## src/hw/rtl/tdc_pkg.sv

```systemverilog
// package: element type codes, request codes and stage payload types
`default_nettype none
package tdc_pkg;
  typedef enum logic [1:0] {
    ELEM_FP32 = 2'd0,
    ELEM_FP16 = 2'd1,
    ELEM_BF16 = 2'd2,
    ELEM_INT8 = 2'd3
  } elem_t;

  localparam logic REQ_UNPACK = 1'b0;
  localparam logic REQ_PACK   = 1'b1;

  typedef struct packed {
    logic        req_type;
    elem_t       elem_type;
    logic [31:0] raw_in;
  } req_t;

  typedef struct packed {
    logic [31:0] result_bits;
    logic [2:0]  elem_bytes;
  } rsp_t;

  // decoded fields carried from the decode stage
  typedef struct packed {
    logic        req_type;
    elem_t       elem_type;
    logic [31:0] raw;
    logic [3:0]  f16_lz;     // leading zeros of the fp16 mantissa field
    logic [2:0]  i8_msb;     // msb position of the int8 magnitude
    logic [7:0]  i8_mag_lo;  // int8 magnitude, low 8 bits
    logic        i8_mag_hi;  // magnitude is 128
  } dec_t;

  function automatic logic [2:0] elem_size(elem_t t);
    logic [2:0] r;
    unique case (t)
      ELEM_FP32: r = 3'd4;
      ELEM_FP16: r = 3'd2;
      ELEM_BF16: r = 3'd2;
      ELEM_INT8: r = 3'd1;
      default:   r = 3'd4;
    endcase
    return r;
  endfunction
endpackage
`default_nettype wire

```

## src/hw/rtl/tdc_if.sv

```systemverilog
// valid/ready stream interface
`default_nettype none
interface tdc_if #(parameter type T = logic);
  logic valid;
  logic ready;
  T     data;
  modport source (output valid, output data, input ready);
  modport sink (input valid, input data, output ready);
endinterface
`default_nettype wire

```

## src/hw/rtl/tdc_decode.sv

```systemverilog
// stage 1: leading zero counts and int8 magnitude
`default_nettype none
module tdc_decode (
  input  wire logic          clk,
  input  wire logic          rst,
  input  wire logic          adv,
  input  wire logic          in_valid,
  input  wire tdc_pkg::req_t in_req,
  output logic               out_valid,
  output tdc_pkg::dec_t      out_dec
);
  tdc_pkg::dec_t d;
  logic [9:0] m;
  logic [8:0] mag;

  always_comb begin
    m = in_req.raw_in[9:0];
    d.req_type = in_req.req_type;
    d.elem_type = in_req.elem_type;
    d.raw = in_req.raw_in;
    d.f16_lz = 4'd10;
    for (int i = 0; i < 10; i++) begin
      if (m[i]) d.f16_lz = 4'(9 - i);
    end
    mag = in_req.raw_in[7] ? (9'h100 - {1'b0, in_req.raw_in[7:0]})
                           : {2'b00, in_req.raw_in[6:0]};
    d.i8_mag_lo = mag[7:0];
    d.i8_mag_hi = mag[8] | (in_req.raw_in[7:0] == 8'h80);
    d.i8_msb = 3'd0;
    for (int i = 0; i < 8; i++) begin
      if (mag[i]) d.i8_msb = 3'(i);
    end
  end

  always_ff @(posedge clk) begin
    if (rst) out_valid <= 1'b0;
    else if (adv) out_valid <= in_valid;
  end
  always_ff @(posedge clk) begin
    if (adv) out_dec <= d;
  end
endmodule
`default_nettype wire

```

## src/hw/rtl/tdc_convert.sv

```systemverilog
// stage 2: format conversion from decoded fields
`default_nettype none
module tdc_convert (
  input  wire logic          clk,
  input  wire logic          rst,
  input  wire logic          adv,
  input  wire logic          in_valid,
  input  wire tdc_pkg::dec_t in_dec,
  output logic               out_valid,
  output tdc_pkg::rsp_t      out_rsp
);
  logic [31:0] res;
  logic [31:0] r;
  logic [15:0] h;
  logic [9:0]  hm;
  logic [4:0]  hx;
  logic [7:0]  ef;
  logic [22:0] mant;
  logic [23:0] full;
  logic [14:0] f16o;
  logic        sgn;
  logic [8:0]  i8r;
  logic [8:0]  i8m;
  logic [4:0]  sh;
  logic [23:0] q;
  logic [23:0] qh;

  always_comb begin
    r = in_dec.raw;
    h = r[15:0];
    hx = h[14:10];
    hm = h[9:0];
    ef = r[30:23];
    mant = r[22:0];
    sgn = r[31];
    full = {1'b1, mant};
    f16o = '0;
    i8r = '0;
    sh = '0;
    q = '0;
    qh = '0;
    i8m = {in_dec.i8_mag_hi, in_dec.i8_mag_lo};
    res = r;
    if (in_dec.req_type == tdc_pkg::REQ_UNPACK) begin
      unique case (in_dec.elem_type)
        tdc_pkg::ELEM_FP32: res = r;
        tdc_pkg::ELEM_FP16: begin
          if (hx == 5'd0) begin
            if (hm == 10'd0) res = {h[15], 31'd0};
            else res = {h[15], 8'(8'd113 - 8'(in_dec.f16_lz) - 8'd1),
                        10'(hm << (in_dec.f16_lz + 4'd1)), 13'd0};
          end else if (hx == 5'h1F) begin
            res = {h[15], 8'hFF, hm, 13'd0};
          end else begin
            res = {h[15], 8'(hx) + 8'd112, hm, 13'd0};
          end
        end
        tdc_pkg::ELEM_BF16: res = {h, 16'd0};
        tdc_pkg::ELEM_INT8: begin
          if (i8m == 9'd0) res = '0;
          else if (in_dec.i8_mag_hi) res = {1'b1, 8'd134, 23'd0};
          else res = {r[7], 8'd127 + 8'(in_dec.i8_msb),
                      23'({15'd0, in_dec.i8_mag_lo} << (5'd23 - 5'(in_dec.i8_msb)))};
        end
        default: res = r;
      endcase
    end else begin
      unique case (in_dec.elem_type)
        tdc_pkg::ELEM_FP32: res = r;
        tdc_pkg::ELEM_FP16: begin
          // nan keeps only the quiet bit
          if (ef == 8'hFF) f16o = {5'h1F, (mant != 23'd0), 9'd0};
          else if (ef >= 8'd143) f16o = {5'h1F, 10'd0};
          else if (ef <= 8'd112) begin
            // subnormal by right shift, 14 - e with e = ef - 112
            if (ef < 8'd102) f16o = '0;
            else f16o = {5'd0, 10'(full >> (8'd126 - ef))};
          end else f16o = {5'(ef - 8'd112), mant[22:13]};
          res = {16'd0, sgn, f16o};
        end
        tdc_pkg::ELEM_BF16: res = {16'd0, r[31:16]};
        tdc_pkg::ELEM_INT8: begin
          if (ef == 8'hFF && mant != 23'd0) i8r = 9'd0;
          else if (ef > 8'd134) i8r = 9'd200;
          else if (ef < 8'd126) i8r = 9'd0;
          else if (ef == 8'd126) i8r = 9'd1;
          else begin
            sh = 5'(8'd150 - ef);
            q = full >> sh;
            qh = full >> (sh - 5'd1);
            i8r = 9'(q) + 9'(qh[0]);
          end
          if (ef == 8'hFF && mant != 23'd0) res = '0;
          else if (sgn) res = {24'd0, 8'(9'h100 - ((i8r > 9'd128) ? 9'd128 : i8r))};
          else res = {24'd0, (i8r > 9'd127) ? 8'd127 : i8r[7:0]};
        end
        default: res = r;
      endcase
    end
  end

  always_ff @(posedge clk) begin
    if (rst) out_valid <= 1'b0;
    else if (adv) out_valid <= in_valid;
  end
  always_ff @(posedge clk) begin
    if (adv) begin
      out_rsp.result_bits <= res;
      out_rsp.elem_bytes <= tdc_pkg::elem_size(in_dec.elem_type);
    end
  end
endmodule
`default_nettype wire

```

## src/hw/rtl/tensor_dtype_converter_core.sv

```systemverilog
// top level: tensor element format converter, three register stages
//
// in carries one conversion request per beat (req_type, elem_type, raw_in);
// out carries one result per beat (result_bits, elem_bytes).
// unpack widens fp16, bf16 or int8 to an fp32 pattern; pack narrows fp32
// to the element type; fp32 passes through either way.
// the path from input beat to output valid runs through a decode stage
// with the leading-zero counts, a convert stage, and an output register.
// throughput is one beat per cycle while out does not stall.
// the whole pipeline advances when the output register is empty or taken,
// so a stall on out holds every stage and in.ready falls with out.ready
// whenever the output register holds a beat; nothing is lost or repeated.
// reset clears all valid bits; no item is in flight after reset.
`default_nettype none
module tensor_dtype_converter_core (
  input wire logic clk,
  input wire logic rst,
  tdc_if.sink      in,
  tdc_if.source    out
);
  logic adv;
  logic v1, v2;
  tdc_pkg::dec_t d1;
  tdc_pkg::rsp_t r2;
  tdc_pkg::rsp_t r3;
  logic v3;

  assign adv = !v3 || out.ready;
  assign in.ready = adv;

  tdc_decode u_dec (.clk, .rst, .adv, .in_valid(in.valid), .in_req(in.data),
                    .out_valid(v1), .out_dec(d1));
  tdc_convert u_cvt (.clk, .rst, .adv, .in_valid(v1), .in_dec(d1),
                     .out_valid(v2), .out_rsp(r2));

  always_ff @(posedge clk) begin
    if (rst) v3 <= 1'b0;
    else if (adv) v3 <= v2;
  end
  always_ff @(posedge clk) begin
    if (adv) r3 <= r2;
  end

  assign out.valid = v3;
  assign out.data = r3;

  a_hold: assert property (@(posedge clk) disable iff (rst)
    out.valid && !out.ready |=> out.valid && $stable(out.data))
    else $error("output changed under stall");
  a_bytes: assert property (@(posedge clk) disable iff (rst)
    out.valid |-> out.data.elem_bytes == 3'd1 || out.data.elem_bytes == 3'd2 ||
                  out.data.elem_bytes == 3'd4)
    else $error("bad elem_bytes");
  a_rdy: assert property (@(posedge clk) disable iff (rst)
    !out.valid |-> in.ready)
    else $error("stalled while empty");
endmodule
`default_nettype wire

```

## src/flat_wrapper.sv

```systemverilog
// flat-port wrapper written by rule: the top's interface ports become plain ports
module tensor_dtype_converter_core_flat import tdc_pkg::*;
  (clk, rst, in_valid, in_data, in_ready, out_valid, out_data, out_ready);
  tdc_if #(.T(req_t)) in_i ();
  tdc_if #(.T(rsp_t)) out_i ();
  input wire logic clk;
  input wire logic rst;
  input wire logic [$bits(in_i.valid)-1:0] in_valid;
  input wire logic [$bits(in_i.data)-1:0] in_data;
  output wire logic [$bits(in_i.ready)-1:0] in_ready;
  output wire logic [$bits(out_i.valid)-1:0] out_valid;
  output wire logic [$bits(out_i.data)-1:0] out_data;
  input wire logic [$bits(out_i.ready)-1:0] out_ready;
  assign in_i.valid = in_valid;
  assign in_i.data = in_data;
  assign in_ready = in_i.ready;
  assign out_valid = out_i.valid;
  assign out_data = out_i.data;
  assign out_i.ready = out_ready;
  tensor_dtype_converter_core u_core (.clk(clk), .rst(rst), .in(in_i), .out(out_i));
endmodule
```

## config.mk

```make
export PLATFORM = sky130hd
export DESIGN_NAME = tensor_dtype_converter_core_flat
export DESIGN_NICKNAME = d
export VERILOG_FILES = /design/src/hw/rtl/tdc_pkg.sv /design/src/hw/rtl/tdc_if.sv /design/src/hw/rtl/tdc_decode.sv /design/src/hw/rtl/tdc_convert.sv /design/src/hw/rtl/tensor_dtype_converter_core.sv /design/src/flat_wrapper.sv
export SDC_FILE = /design/constraint.sdc
export NUM_CORES = 1
export LEC_CHECK = 0
export BUFFER_PORTS_ARGS = -buffer_cell sky130_fd_sc_hd__buf_2
export CORE_MARGIN = 3
export CORE_UTILIZATION = 55
export DETAILED_ROUTE_END_ITERATION = 8
export GPL_ROUTABILITY_DRIVEN = 0
export GPL_TIMING_DRIVEN = 0
export PLACE_DENSITY_LB_ADDON = 0.05
export SKIP_CTS_REPAIR_TIMING = 1
export SLEW_MARGIN = 0
export SYNTH_ARGS = -nofsm -noshare
export SYNTH_HDL_FRONTEND = slang
export SYNTH_SLANG_ARGS = --single-unit
```

## constraint.sdc

```tcl
create_clock -name clk -period 6.41 [get_ports clk]
set_input_delay 1.282 -clock clk [delete_from_list [all_inputs] [get_ports clk]]
set_output_delay 1.282 -clock clk [all_outputs]
set_load 0.01 [all_outputs]
```

# Word level (Yosys, flattened, before mapping)
# Index checks and enable logic that the tools add are counted.
# totals
word_cells	105
reg_bits	124
output_inout_bits	37
# op_classes
reduce_logical	14
muxes	39
addsub	13
n_lt_le_gt_ge	7
bitwise	1
n_eq_ne	7
shifts	5
# op_table
cell	n
$pmux W32 S4	2
$mux W32	3
$mux W31	3
$mux W9	7
$mux W15	3
$mux W8	4
$shr A24 B5 Y1	1
$shr A24 B5 Y9	1
$shr A24 B8 Y10	1
$reduce_bool A23 Y1	1
$shl A8 B5 Y23	1
$mux W3	6
$eq A8 B8 Y1 const B	2
$lt A8 B7 Y1 const B	2
$mux W2	6
$logic_not A10 Y1	1
$mux W10	1
$shl A10 B4 Y10	1
$add A9 B1 Y9	1
$gt A9 B7 Y1 const B	1
$gt A9 B8 Y1 const B	1
$logic_not A9 Y1	1
$pmux W3 S3	1
$sub A9 B8 Y9 const A	1
other kinds (28)	34

# Longest topological paths before layout
# Gate-level depths: netlist of run 1.
# logic_depth
ltp_word	17
depth_mapped	31
mapped_depth_nobuf	24

# Hierarchy
# A second synthesis of run 1 with hierarchy kept.
# hier_totals
cells_unflattened	847
area_unflattened_um2	8578.2
# modules_own_cells
mod	instances	seq_area_each_um2	cells_per_inst	area_per_inst_um2
tdc_convert	1	1071.0	695	5536.6
tdc_decode	1	1521.5	113	1944.4
tensor_dtype_converter_core	1	1071.0	39	1097.3

# Least setup slack after synthesis of run 1
# Ideal clock, no wire load.
# synth_path
kind	reg-to-reg
startpoint	reg u_core.u_dec.out_dec[39] (netlist bit)
endpoint	reg u_core.u_cvt.out_rsp[5] (netlist bit) (data pin)
period_less_slack_ns	5.798
setup_time_ns	0.255
required_time_ns	6.155
path_slack_ns	0.612
stages_incl_launch_ff	28
arrival_ns	5.543
n_path_buf	6
path_cell_list	edfxtp_1 inv_2 buf_1 ha_1 buf_2 buf_4 buf_4 clkbuf_1 nor2b_1 a211oi_1 a21oi_1 mux4_2 nand2_1 o31ai_1 ha_1 ha_1 inv_1 a21oi_1 or4b_1 o211ai_1 or4b_4 o22ai_4 nand3_2 ha_1 buf_1 o41ai_2 o21ai_1 and3_1
# synth_via
elab_chain_len	17
word_cells_on_any_way	34
classes_between	5 x add/sub; 7 x order compare; 2 x eq/ne; 3 x shift; 16 x mux; 1 x reduce/logical
# synth_lines
item	line	source
start: declaration	tdc_decode.sv:10	output tdc_pkg::dec_t out_dec
start signal: assignment	tdc_decode.sv:40	if (adv) out_dec <= d;
$sub A5 B5 Y5	tdc_convert.sv:88	sh = 5'(8'd150 - ef);
$sub A5 B1 Y5	tdc_convert.sv:90	qh = full >> (sh - 5'd1);
$shr A24 B5 Y1	tdc_convert.sv:90	
$add A9 B1 Y9	tdc_convert.sv:91	i8r = 9'(q) + 9'(qh[0]);
$mux W9	tdc_convert.sv:86	else if (ef == 8'd126) i8r = 9'd1;
$mux W9	tdc_convert.sv:85	else if (ef < 8'd126) i8r = 9'd0;
$mux W9	tdc_convert.sv:84	else if (ef > 8'd134) i8r = 9'd200;
$mux W9	tdc_convert.sv:83	if (ef == 8'hFF && mant != 23'd0) i8r = 9'd0;
(+2 left out)	--	
$gt A9 B8 Y1	tdc_convert.sv:94	else if (sgn) res = {24'd0, 8'(9'h100 - ((i8r > 9'd128) ? 9'd128 : i8r))};
$mux W8	tdc_convert.sv:94	
$sub A1 B8 Y8	tdc_convert.sv:94	
$mux W8	tdc_convert.sv:94	
$mux W8	tdc_convert.sv:93	if (ef == 8'hFF && mant != 23'd0) res = '0;
$pmux W32 S4 *	tdc_convert.sv:68	unique case (in_dec.elem_type)
$mux W32 *	tdc_convert.sv:44	if (in_dec.req_type == tdc_pkg::REQ_UNPACK) begin
net u_core.u_cvt.res[2]	tdc_convert.sv:12	logic [31:0] res;
end: declaration	tdc_convert.sv:10	output tdc_pkg::rsp_t out_rsp
# The timed path passes the listed nets; every way through them passes the cells marked *. The select of a mux whose other input is x is not followed.
# A chain may end at the register's enable or synchronous reset.

# Worst setup path in the final report of run 1
# Same ends and word-level chain as after synthesis.

==> results_dict.tcl, run 1 <==
set metrics [dict create \
    ys_async_sr_fraction 0 \
    hold_depth 0 \
    syn_inst 821 \
    core-area_mm2 0.01470 \
    top_usage_layer "met2" \
    crit_path_start_kind "flip-flop" \
    dpl_cell_area_mm2 0.009015 \
    maxCapViolCount 0 \
    clk_pin_slew_ns 0.06 \
    period_share 0.9466 \
    antenna_found_initial 0 \
    via_count 7340 \
    rsz0062_at_grt "false" \
    combPwrFrac 0.259 \
    clkPwrFrac 0.355 \
    ant_nets 0 \
    min_to "u_core.out.data[9]" \
    r2r_setup_slack_ns 0.34 \
    finalWirelength_um 23250 \
    cp_num_buf_inv 7 \
    tightestPinTransition_ns 0.8735 \
    die_w_um 129.4 \
    switching_share 0.3084 \
    status "complete, no violations" \
    cts_max_path_buffers 2 \
    gr-usage-met3 0.07420 \
    p_int_uw 1808 \
    worstSetupEndpointType "flip-flop" \
    r2r-end "u_core.u_cvt.out_rsp[5]" \
    powerDensity_mw_per_mm2 270.7 \
    vdd_drop_max_uv 206.8 \
    report.final.setup_viol 0 \
    r2r_cells 26 \
    worstPathMaxFanout 12 \
    cts_root_buf "clkbuf_16" \
    fmaxAchievable_mhz 164.8 \
    ys_seq_area_frac 0.4372 \
    met1_usage 0.3949 \
    path_class "flip-flop to flip-flop" \
    r2r_start "u_core.u_dec.out_dec[39]" \
    fin_crit_ns 6.068 \
    cp.required_ns 6.58 \
    synth_edf_count 120 \
    setup_tns_ns 0 \
    synth.net_count 881 \
    postSynthAreaPerCell_um2 10.21 \
    port_buffers 75 \
    grt_start_max_net_pins 69 \
    slowest_stage "or4b_4" \
    diodes 0 \
    track_usage 0.2820 \
    critPathMostFrequentCell "ha_1" \
    seqPwrFrac 0.386 \
    grt_pass1_wl_um 36700 \
    drtPass1Iterations 6 \
    synth_warnings 0 \
    p_sw_uw 805.9 \
    start_util 0.5701 \
    drt-vias-per-instance 6.571 \
    dieArea_mm2 0.01675 \
    netlist.area_leader.share 0.4300 \
    crit_arrival_ns 6.24 \
    fill_cells 1173 \
    cts-buffers-inserted 17 \
    first_global_vias 6922 \
    htreeDepth 4 \
    grt.overflow.total 0 \
    drt_iter0_drc 841 \
    synth_flop_cell "edfxtp_1" \
    place_ws_ns -0.4458 \
    wl_per_cell_um 20.81 \
    num_rows 44 \
    areaGrowthSynthToFinish_pct 15.22 \
    io_pins 76 \
    final_max_slew_viol_count 0 \
    cts_tree "built" \
    post_route_cells_drive_above_1_share 0.2036 \
    hold_violations 0 \
    dp_hpwl_um 16460 \
    clock_latency_ns 0.43 \
    final_nets 981 \
    p_leak_uw 0.003786 \
    clock-sinks 123 \
    hp-start "u_core.u_cvt.out_rsp[9]" \
    yosysUniqueCellTypes 79 \
    dieHeight_um 129.4 \
    syn-cell-area_mm2 0.008379 \
    grt_util_met2 0.4146 \
    max_stage_delay_ns 0.59 \
    synth_area_leader_cell "edfxtp_1" \
    finish.instance_area_mm2 0.009654 \
    hold_path.class "flip-flop to flip-flop" \
    drcViolationCount 0 \
    crit_family "buffers and inverters" \
    yosys-top-cells-area "edfxtp_1 (43%), mux4_2 (4.8%), nand2_1 (4.7%)" \
    maxSlewHeadroom 0.4157 \
    fin_worst_skew_ns 0.01314 \
    synth_seq_cells 123 \
    setup_slack_ns 0.3424 \
]
## synthesized netlist by cell type (all sizes together), types with 7 or more instances
cell type and instances:
a211oi 11, a21oi 38, a221oi 10, a22oi 15, a31oi 8, buf 14
clkbuf 52, edfxtp 120, ha 21, inv 22, mux2 18, mux2i 37
mux4 21, nand2 105, nand2b 9, nand3 19, nor2 63, nor2b 9
nor3 17, nor4 12, o211ai 14, o21ai 62, o31ai 12, or2 7
xnor2 13, xor2 7
## layout by cell type (no fill, tap or decap), types with 12 or more instances in the layout
cell type  synthesis  final
a21oi_1           36     35
a22oi_1           15     15
buf_2              3     78
clkbuf_1          51     52
clkbuf_16          0     17
edfxtp_1         120    120
ha_1              21     20
inv_1             21     20
mux2_2            18     18
mux2i_1           37     37
mux4_2            18     18
nand2_1          105    104
nand3_1           18     18
nor2_1            63     63
nor3_1            16     15
nor4_1            12     12
o21ai_0           57     57
xnor2_1           12     12
## through the flow
stage | util | hold slack (ns) | cells | power [µW]
floorplan | - | 0.4003 | 821 | 1483
global placement | 0.6113 | 0.4017 | 1080 | 1654
detailed placement | 0.6133 | 0.4045 | 1081 | 1668
CTS | 0.6512 | 0.4125 | 1112 | 2590
global route | 0.6568 | 0.4175 | 1117 | 2716
finish | 0.6568 | 0.4143 | 1117 | 2614
## logic make-up (layout without fill, tap and decap cells)
logic type	after synthesis	count (layout)	share of synthesized area
xor+xnor	20	20	0.02359
mux	76	76	0.1262
fa+ha+maj	21	21	0.03136
compound gates	221	221	0.1832
flops	123	123	0.4372
buf+inv	89	201	0.04494
simple gates	271	271	0.1535
## metal layers
| layer | part of all wire | up-vias |
|---|---|---|
| li1 | - | 3336 |
| met1 | 0.41 | 3391 |
| met2 | 0.44 | 509 |
| met3 | 0.10 | 104 |
| met4 | 0.040 | 0 |
| met5 | 0 | - |
## registers in the layout (all words and copies together), names as in the netlist
name                    count
u_core.u_dec.out_valid      1
u_core.u_cvt.out_valid      1
u_core.u_cvt.out_rsp       35
u_core.out.data            35
u_core.u_dec.out_dec       50
u_core.out.valid            1
## worst max-delay path by stage
stage               depth (start not counted)                      from                       to  slack, ns
finish                                     26  u_core.u_dec.out_dec[39]  u_core.u_cvt.out_rsp[5]       0.34
global route                               23  u_core.u_dec.out_dec[41]  u_core.u_cvt.out_rsp[4]       0.06
CTS                                        25  u_core.u_dec.out_dec[39]  u_core.u_cvt.out_rsp[5]      -0.50
detailed placement                         25  u_core.u_dec.out_dec[39]  u_core.u_cvt.out_rsp[5]      -0.45
global placement                           25  u_core.u_dec.out_dec[39]  u_core.u_cvt.out_rsp[5]      -0.35
floorplan                                  27  u_core.u_dec.out_dec[39]  u_core.u_cvt.out_rsp[5]       0.61
## cell type report
cell class / instances / area (µm²) / share of cell area
multi-input cells: 609 / 4369 / 0.4526
repair buffers: 82 / 445.4 / 0.04614
plain buffers: 65 / 297.8 / 0.03085
inverters: 23 / 91.34 / 0.009461
well taps: 184 / 230.2 / 0.02385
clock inverters: 12 / 123.9 / 0.01283
flip-flops and latches: 123 / 3664 / 0.3795
clock buffers: 19 / 432.9 / 0.04484
## power groups by stage
stage	Sequential [µW]	Clock, µW	Combinational, µW
6_report	1010	928	676
5_1_grt	1020	971	728
4_1_cts	1010	935	645
3_5_place_dp	1030	0	641
3_3_place_gp	1020	0	629
2_1_floorplan	1030	0	452
(Power assumes the default switching activity.)
==> run 2: changes to the inputs <==
Settings changed: RECOVER_POWER set to 25.
==> run 2 against run 1 <==
Effect of this change: largest power group unchanged; critical endpoint unchanged; sequential share of layout area about the same; wire length increased by 0.16%; die area unchanged.
==> results_dict.tcl, run 2 (synthesis results as in run 1) <==
set metrics [dict create \
    critPathMostFrequentCell "ha_1" \
    powerDensity_mw_per_mm2 270.8 \
    cp.required_ns 6.58 \
    p_int_uw 1807 \
    hold_violations 0 \
    maxCapViolCount 0 \
    tightestPinTransition_ns 0.8823 \
    crit_path_start_kind "flip-flop" \
    clk_pin_slew_ns 0.06 \
    fin_crit_ns 6.067 \
    num_rows 44 \
    dieArea_mm2 0.01675 \
    ant_nets 0 \
    final_cell_mix "edfxtp_1 (120), nand2_1 (104), buf_2 (71), nor2_1 (63), clkbuf_1 (59)" \
    final_nets 981 \
    max_stage_delay_ns 0.59 \
    antenna_found_initial 0 \
    crit_family "buffers and inverters" \
    drcViolationCount 0 \
    dieHeight_um 129.4 \
    htreeDepth 4 \
    fin_worst_skew_ns 0.01310 \
    grt.overflow.total 0 \
    first_global_vias 6922 \
    clock-sinks 123 \
    clock_latency_ns 0.43 \
    drtPass1Iterations 8 \
    switching_share 0.3081 \
    diodes 0 \
    port_buffers 75 \
    combPwrFrac 0.259 \
    clkPwrFrac 0.355 \
    track_usage 0.2820 \
    path_depth 26 \
    multi_input_area_mm2 0.004369 \
    path_class "flip-flop to flip-flop" \
    hold_path.class "flip-flop to flip-flop" \
    wl_per_cell_um 20.84 \
    worstSetupEndpointType "flip-flop" \
    place_ws_ns -0.4458 \
    via_count 7339 \
    finalWirelength_um 23280 \
    final_common_cell "edfxtp_1" \
    report.final.setup_viol 0 \
    final_max_slew_viol_count 0 \
    crit_arrival_ns 6.24 \
    io_pins 76 \
    regMostFlops "u_core.u_dec.out_dec" \
    grt_start_max_net_pins 69 \
    setup_slack_ns 0.3435 \
    cts_root_buf "clkbuf_16" \
    post_route_cells_drive_above_1_share 0.1961 \
    r2r_cells 26 \
    cts_tree "built" \
    worstPathMaxFanout 12 \
    ff_latch_area_mm2 0.003664 \
    vdd_drop_max_uv 197.1 \
    status "complete, no violations" \
    largest_register_ffs 50 \
    fill_cells 1179 \
    drt_iter0_drc 838 \
    drt-vias-per-instance 6.570 \
    cp_num_buf_inv 7 \
    grt_pass1_wl_um 36700 \
    whs_ns 0.4143 \
    seqPwrFrac 0.387 \
    cts_max_path_buffers 2 \
    slowest_stage "or4b_4" \
    areaGrowthSynthToFinish_pct 15.11 \
    p_leak_uw 0.003767 \
    fmaxAchievable_mhz 164.8 \
    core-area_mm2 0.01470 \
    hold_depth 0 \
    maxSlewHeadroom 0.4098 \
    p_sw_uw 804.7 \
    setup_tns_ns 0 \
    die_w_um 129.4 \
    period_share 0.9464 \
    cts-buffers-inserted 17 \
    start_util 0.5701 \
    dp_hpwl_um 16460 \
    rsz0062_at_grt "false" \
]
==> run 2: cell types whose count changed in the layout (fill, tap and decap cells not counted) <==
cell / change
buf_2: -7
clkbuf_1: +7
==> run 2: layer usage <==
layer	track usage	part of all wire
met4	0.1278	0.040
met3	0.07420	0.10
met1	0.3949	0.41
met5	0	0
met2	0.4146	0.44
==> run 2: area by class of cell <==
cell class,instances,share of cell area
multi-input cells,609,0.4530
repair buffers,82,0.04527
inverters,23,0.009469
clock buffers,19,0.04488
clock inverters,12,0.01284
flip-flops and latches,123,0.3798
plain buffers,65,0.03087
well taps,184,0.02387
==> run 2: through the flow <==
step	instances	power (µW)	cell area, µm²	utilization
6_report	1117	2612	9646	0.6562
4_1_cts	1112	2590	9572	0.6512
2_1_floorplan	821	1483	8379	-
3_3_place_gp	1080	1654	8985	0.6113
3_5_place_dp	1081	1668	9015	0.6133
5_1_grt	1117	2715	9646	0.6562
==> run 2: power by group through the flow <==
stage | Sequential, µW | Combinational [µW] | Clock (µW)
finish | 1010 | 675 | 927
global route | 1020 | 727 | 971
CTS | 1010 | 645 | 935
detailed placement | 1030 | 641 | 0
global placement | 1020 | 629 | 0
floorplan | 1030 | 452 | 0
==> run 2: path summary, 6_finish.rpt <==
path | end | slack (ns) | from
worst max-delay path | u_core.u_cvt.out_rsp[5] | 0.34 | u_core.u_dec.out_dec[39]
worst min-delay path | u_core.out.data[9] | 0.41 | u_core.u_cvt.out_rsp[9]
worst max register to register | u_core.u_cvt.out_rsp[5] | 0.34 | u_core.u_dec.out_dec[39]
worst min register to register | u_core.out.data[9] | 0.41 | u_core.u_cvt.out_rsp[9]
